`config.mk`:
```
export PLATFORM = sky130hd
export DESIGN_NAME = mfs_qmul
export DESIGN_NICKNAME = d
export VERILOG_FILES = /design/src/rtl/matrix_factorization_sgd_step_macros.svh /design/src/rtl/mfs_pkg.sv /design/src/rtl/mfs_qmul.sv
export SDC_FILE = /design/constraint.sdc
export NUM_CORES = 2
export LEC_CHECK = 0
export BUFFER_PORTS_ARGS = -buffer_cell sky130_fd_sc_hd__buf_2
export CAP_MARGIN = 10
export CORE_ASPECT_RATIO = 1.2
export CORE_UTILIZATION = 50
export DETAILED_ROUTE_END_ITERATION = 7
export GPL_ROUTABILITY_DRIVEN = 0
export PLACE_DENSITY = 0.74
export SLEW_MARGIN = 20
export SYNTH_ARGS = -nofsm -noshare
export SYNTH_HDL_FRONTEND = slang
export SYNTH_SLANG_ARGS = --single-unit
```
`constraint.sdc`:
```
create_clock -name i_clk -period 9.5 [get_ports i_clk]
set_clock_uncertainty 0.1 [all_clocks]
set_input_delay 0.95 -clock i_clk [delete_from_list [all_inputs] [get_ports i_clk]]
set_output_delay 0.95 -clock i_clk [all_outputs]
set_load 0.005 [all_outputs]
```
`src/rtl/matrix_factorization_sgd_step_macros.svh`:
```
// Assertion macros shared by the matrix factorization SGD step RTL.
`ifndef MATRIX_FACTORIZATION_SGD_STEP_MACROS_SVH
`define MATRIX_FACTORIZATION_SGD_STEP_MACROS_SVH

// Same-cycle implication, sampled on the block clock, off while in reset.
`define MFS_ASSERT_NOW(lbl, ante, cons, msg) \
    lbl: assert property (@(posedge i_clk) disable iff (!i_rst_n) (ante) |-> (cons)) \
        else $error(msg);

// Next-cycle implication, sampled on the block clock, off while in reset.
`define MFS_ASSERT_NEXT(lbl, ante, cons, msg) \
    lbl: assert property (@(posedge i_clk) disable iff (!i_rst_n) (ante) |=> (cons)) \
        else $error(msg);

`endif

```
`src/rtl/mfs_pkg.sv`:
```
// Types, codes and saturation helper for the matrix factorization SGD step.
package mfs_pkg;

    typedef logic signed [31:0] t_q;

    localparam logic [2:0] MODE_TRAIN   = 3'd0;
    localparam logic [2:0] MODE_PREDICT = 3'd1;
    localparam logic [2:0] MODE_LOAD_UB = 3'd2;
    localparam logic [2:0] MODE_LOAD_IB = 3'd3;
    localparam logic [2:0] MODE_LOAD_UF = 3'd4;
    localparam logic [2:0] MODE_LOAD_IF = 3'd5;

    localparam logic [2:0] CFG_GLOBAL_MEAN  = 3'd0;
    localparam logic [2:0] CFG_BIAS_RATE    = 3'd1;
    localparam logic [2:0] CFG_FACTOR_RATE  = 3'd2;
    localparam logic [2:0] CFG_BIAS_DECAY   = 3'd3;
    localparam logic [2:0] CFG_FACTOR_DECAY = 3'd4;

    localparam logic [26:0] PRED_MIN = 27'd16777216;
    localparam logic [26:0] PRED_MAX = 27'd83886080;

    localparam logic signed [47:0] SAT_HI = 48'sd2147483647;
    localparam logic signed [47:0] SAT_LO = -48'sd2147483648;

    typedef struct packed {
        logic [2:0]         mode;
        logic [9:0]         user_id;
        logic [10:0]        item_id;
        logic [2:0]         rating;
        logic               user_has_several;
        logic [3:0]         factor_index;
        logic signed [31:0] load_value;
    } t_mfs_in;

    typedef struct packed {
        logic [26:0]        prediction;
        logic signed [27:0] error;
    } t_mfs_out;

    typedef enum logic [3:0] {
        S_IDLE,
        S_LOAD,
        S_DOT,
        S_DDRAIN,
        S_SUM,
        S_CLAMP,
        S_UPD,
        S_UDRAIN,
        S_DONE
    } t_state;

    function automatic t_q sat32(input logic signed [47:0] x);
        t_q res;
        if (x > SAT_HI) begin
            res = 32'sh7FFF_FFFF;
        end else if (x < SAT_LO) begin
            res = 32'sh8000_0000;
        end else begin
            res = x[31:0];
        end
        return res;
    endfunction

endpackage

```
`src/rtl/mfs_qmul.sv`:
```
// Registered Q8.24 multiplier: exact 64-bit product, floor shift by 24.
module mfs_qmul (
    input  logic               i_clk,
    input  mfs_pkg::t_q        i_a,
    input  mfs_pkg::t_q        i_b,
    output logic signed [39:0] o_p
);
    import mfs_pkg::*;

    logic signed [63:0] prod;
    logic signed [39:0] r_p;

    assign prod = i_a * i_b;

    // dropping the low bits of a two's complement value rounds toward minus infinity
    always_ff @(posedge i_clk) begin
        r_p <= prod[63:24];
    end

    assign o_p = r_p;

endmodule

```
== Yosys cells after proc, flatten, opt, wreduce, memory -nomap -nowiden ==
Cells that the tools add are included.

* Register bits: 40
* Logic and storage cells: 2

* $mul: 1

{| class="wikitable"
|+ Operators with widths
! kind !! number
|-
| 32-bit by 32-bit multiplier with 64-bit output || 1
|}

== Depth between registers and ports, before layout ==
* Word-level depth: 1
* Mapped depth: 28
* Depth with buffers taken out: 27

== Worst setup path before layout ==
OpenSTA, ideal clock, no wires.

* Path kind: in2reg
* Start: in i_b[2]
* End: reg r_p[36], in the netlist o_p[36]
* Path slack: 1.147 ns
* Arrival: 8.181 ns
* Stages: 25
* Path buffers: 1
* Required time: 9.328 ns
* Setup time: 0.072 ns
* Cell sequence: clkbuf_1 > nand2_1 > inv_1 > fa_1 > fa_1 > fa_1 > fa_1 > inv_1 > fa_1 > inv_1 > fa_1 > inv_1 > fa_1 > fa_1 > inv_1 > ha_1 > a21oi_1 > o21bai_1 > a21o_1 > a21o_1 > a21o_1 > a221o_1 > a21o_1 > a41oi_1 > xnor2_1

* Word-level cells in the longest chain between the ends: 1

{| class="wikitable"
|+ RTL lines
! item !! line !! RTL
|-
| start, declared || mfs_qmul.sv:5 || <nowiki>input mfs_pkg::t_q i_b,</nowiki>
|-
| 32-bit by 32-bit multiplier with 64-bit output || mfs_qmul.sv:13 || <nowiki>assign prod = i_a * i_b;</nowiki>
|-
| named net prod[60] || mfs_qmul.sv:10 || <nowiki>logic signed [63:0] prod;</nowiki>
|-
| end signal, assigned || mfs_qmul.sv:17 || <nowiki>r_p <= prod[63:24];</nowiki>
|-
| end, declared || mfs_qmul.sv:11 || <nowiki>logic signed [39:0] r_p;</nowiki>
|}

The timed path passes the listed nets, and every way through them passes these cells.

== Final worst setup path ==
* Start: in i_b[6]
* End: reg r_p[36], in the netlist o_p[36]

Same word-level chain as after synthesis.

==> results by group <==
Timing
  • Fin Setup TNS: 0 ps
  • Tightest Pin Transition: 866 ps
  • Setup violators final: 0
  • RSZ-0062 raised after global routing: no
  • Slew headroom: 42.2%
  • Final period utilization: 91.6%
  • Final Hold Viols: 0
  • Tmin final: 8700 ps
  • Fin Hold WS: 1570 ps
  • Post-route worst setup slack: 801 ps
  • Final Max Tran Viols: 0
  • Fmax: 115 MHz

Floorplanning
  • Boundary Pins: 105
  • Std-Cell Rows: 107
  • Die ar.: 73700 um2
  • Core area: 71400 um2
  • Starting Density: 50.9%
  • Die Y: 297 um
  • Chip Width: 248 um

Clocking
  • CTS tree: yes
  • Setup bufs post-CTS: 0
  • H-tree levels: 2
  • Clock sink count: 40
  • Clock Tree Buf Depth: 2
  • Worst-path clk slew: 70 ps
  • Root Buffer: clkbuf_16
  • Cts hold-fix bufs: 0
  • PostCTS Resize Cnt: 0
  • Cts bufs inserted: 5

Detailed routing
  • Routed via count: 25600
  • Iter 0 DRT Violations: 1605
  • Final WL: 98.7 mm
  • Drc violations: 0
  • Total iterations of the first detailed-routing run: 5
  • Vias/cell: 5.44
  • Routed wire per std cell: 21.0 um
  • ANT nets after route: 0

Yosys
  • Synth area leader: fa_1
  • Cells after Synth: 3814
  • Number of synthesized flops with an enable pin: 0
  • Yosys cell types: 55
  • Mean Syn Cell Area: 9.52 um2
  • Mapped Area: 36300 um2
  • Flop and latch count out of synthesis: 40
  • Top post-synthesis cells by count: fa_1 (1081), inv_1 (959), and2_1 (513), nand2_1 (507), clkbuf_1 (198)
  • Top cells by area, synth: fa_1 (60%), inv_1 (9.9%), and2_1 (8.8%)
  • Seq/Total Area, Yosys: 2.21%
  • Count leader, synth: fa_1
  • Predominant post-synthesis flop cell: dfxtp_1
  • Fraction of registers with async set/reset: 0%
  • Number of synthesis warnings: 0
  • Synthesized Nets: 5140
  • Area share of the largest cell type after synthesis: 59.6%

Worst setup path
  • Setup CP Type: in -> reg
  • Setup crit end kind: register
  • WP data required: 9660 ps
  • Arrival time worst endpoint: 8850 ps
  • Crit-path max FO: 32
  • Startpoint Class: input pin

Finish
  • Layout cells sized above 1: 4.84%
  • Nets: 5103
  • Max reg flops: 40
  • Post-layout util: 53.0%
  • Area Growth Syn to Fin: 4.21%

Worst hold path
  • Worst Hold End: o_p[4]
  • Hold Path Class: reg -> out
  • Worst Hold Path Cells: 1
  • Hold Crit Start: o_p[4]$_DFF_P_

Place
  • Port Buffer Count: 104
  • Hpwl dp: 82.2 mm
  • Setup slack at placement: 508 ps

Flow run
  • Max cap viols: 0

Run status
  • Outcome: completed

Global route
  • Antenna violations before repair: 6
  • Overall Global Routing Usage: 28.5%
  • Number of global-route vias before repair: 28900
  • GR Overflow Total: 0
  • Largest net degree at the start of global routing: 33
  • First-pass GRT wire length: 157 mm
==> how the worst max path moves through the flow <==
| stage | from | end | slack, ps | cells after the start |
|---|---|---|---|---|
| floorplan | i_b[2] | o_p[36]$_DFF_P_ | 1150 | 25 |
| global placement | i_b[8] | o_p[34]$_DFF_P_ | 620 | 28 |
| detailed placement | i_b[6] | o_p[36]$_DFF_P_ | 510 | 27 |
| CTS | i_b[6] | o_p[36]$_DFF_P_ | 850 | 27 |
| global route | i_a[15] | o_p[34]$_DFF_P_ | 420 | 26 |
| finish | i_b[6] | o_p[36]$_DFF_P_ | 800 | 27 |
==> critical path, stage by stage <==
cell and delay (ps):
buf_2 570, nand2_1 190, inv_1 130, fa_1 420, inv_1 240, fa_1 480
inv_1 220, fa_1 500, fa_1 520, inv_1 250, fa_1 580, inv_1 60
fa_1 520, inv_1 50, fa_1 460, fa_1 520, inv_1 50, ha_1 340
a21oi_1 220, o21bai_1 80, a21o_1 190, a21o_1 180, a21o_1 190, a221o_1 360
a21o_1 180, a41oi_1 200, xnor2_1 150
==> logic make-up after synthesis <==
group | count (synthesis) | synth area share, %
AO/OA/AOI/OAI | 162 | 2.95
AND/OR/NAND/NOR | 1128 | 15.6
flip-flops | 40 | 2.21
adder cells (fa/ha/maj) | 1261 | 65.8
XOR/XNOR | 56 | 1.35
buffers and inverters | 1167 | 12.1
==> stage by stage <==
step	instance area, um2	std cells
global placement	37600	4696
floorplan	36300	3814
detailed placement	37600	4696
finish	37800	4709
CTS	37800	4704
global route	37800	4706
==> area by class of cell <==
| cell class | count | area [um2] |
|---|---|---|
| tap | 926 | 1160 |
| fill | 6362 | 33500 |
| antenna | 5 | 12.5 |
| sequential | 40 | 801 |
| clock inverter | 1 | 30.0 |
| inverter | 959 | 3600 |
| timing repair buffer | 164 | 971 |
| clock buffer | 7 | 153 |
| multi-input combinational | 2607 | 31100 |
==> layout by cell type (no fill, tap or decap), drive strengths merged, types with 16 or more instances in the layout <==
master / n
a21o: 26
buf: 164
a21oi: 54
xnor2: 42
dfxtp: 40
fa: 1081
nand2: 508
o21ai: 29
and2: 513
ha: 180
inv: 959
nand4: 16
nor2: 52
==> routing by layer <==
metal / vias to the layer above / track usage, % / wire length (um) / part of all wire [%]
met1: 13500 / 31.9 / 32500 / 33
met2: 1036 / 49.7 / 52100 / 53
met3: 405 / 3.78 / 5820 / 5.9
met4: 0 / 20.0 / 8390 / 8.5
li1: 10700 / - / - / -
met5: - / 0 / 0 / 0
Power is not shown: default switching activity piles up to over one toggle a cycle in this logic, so the estimate is an artifact.
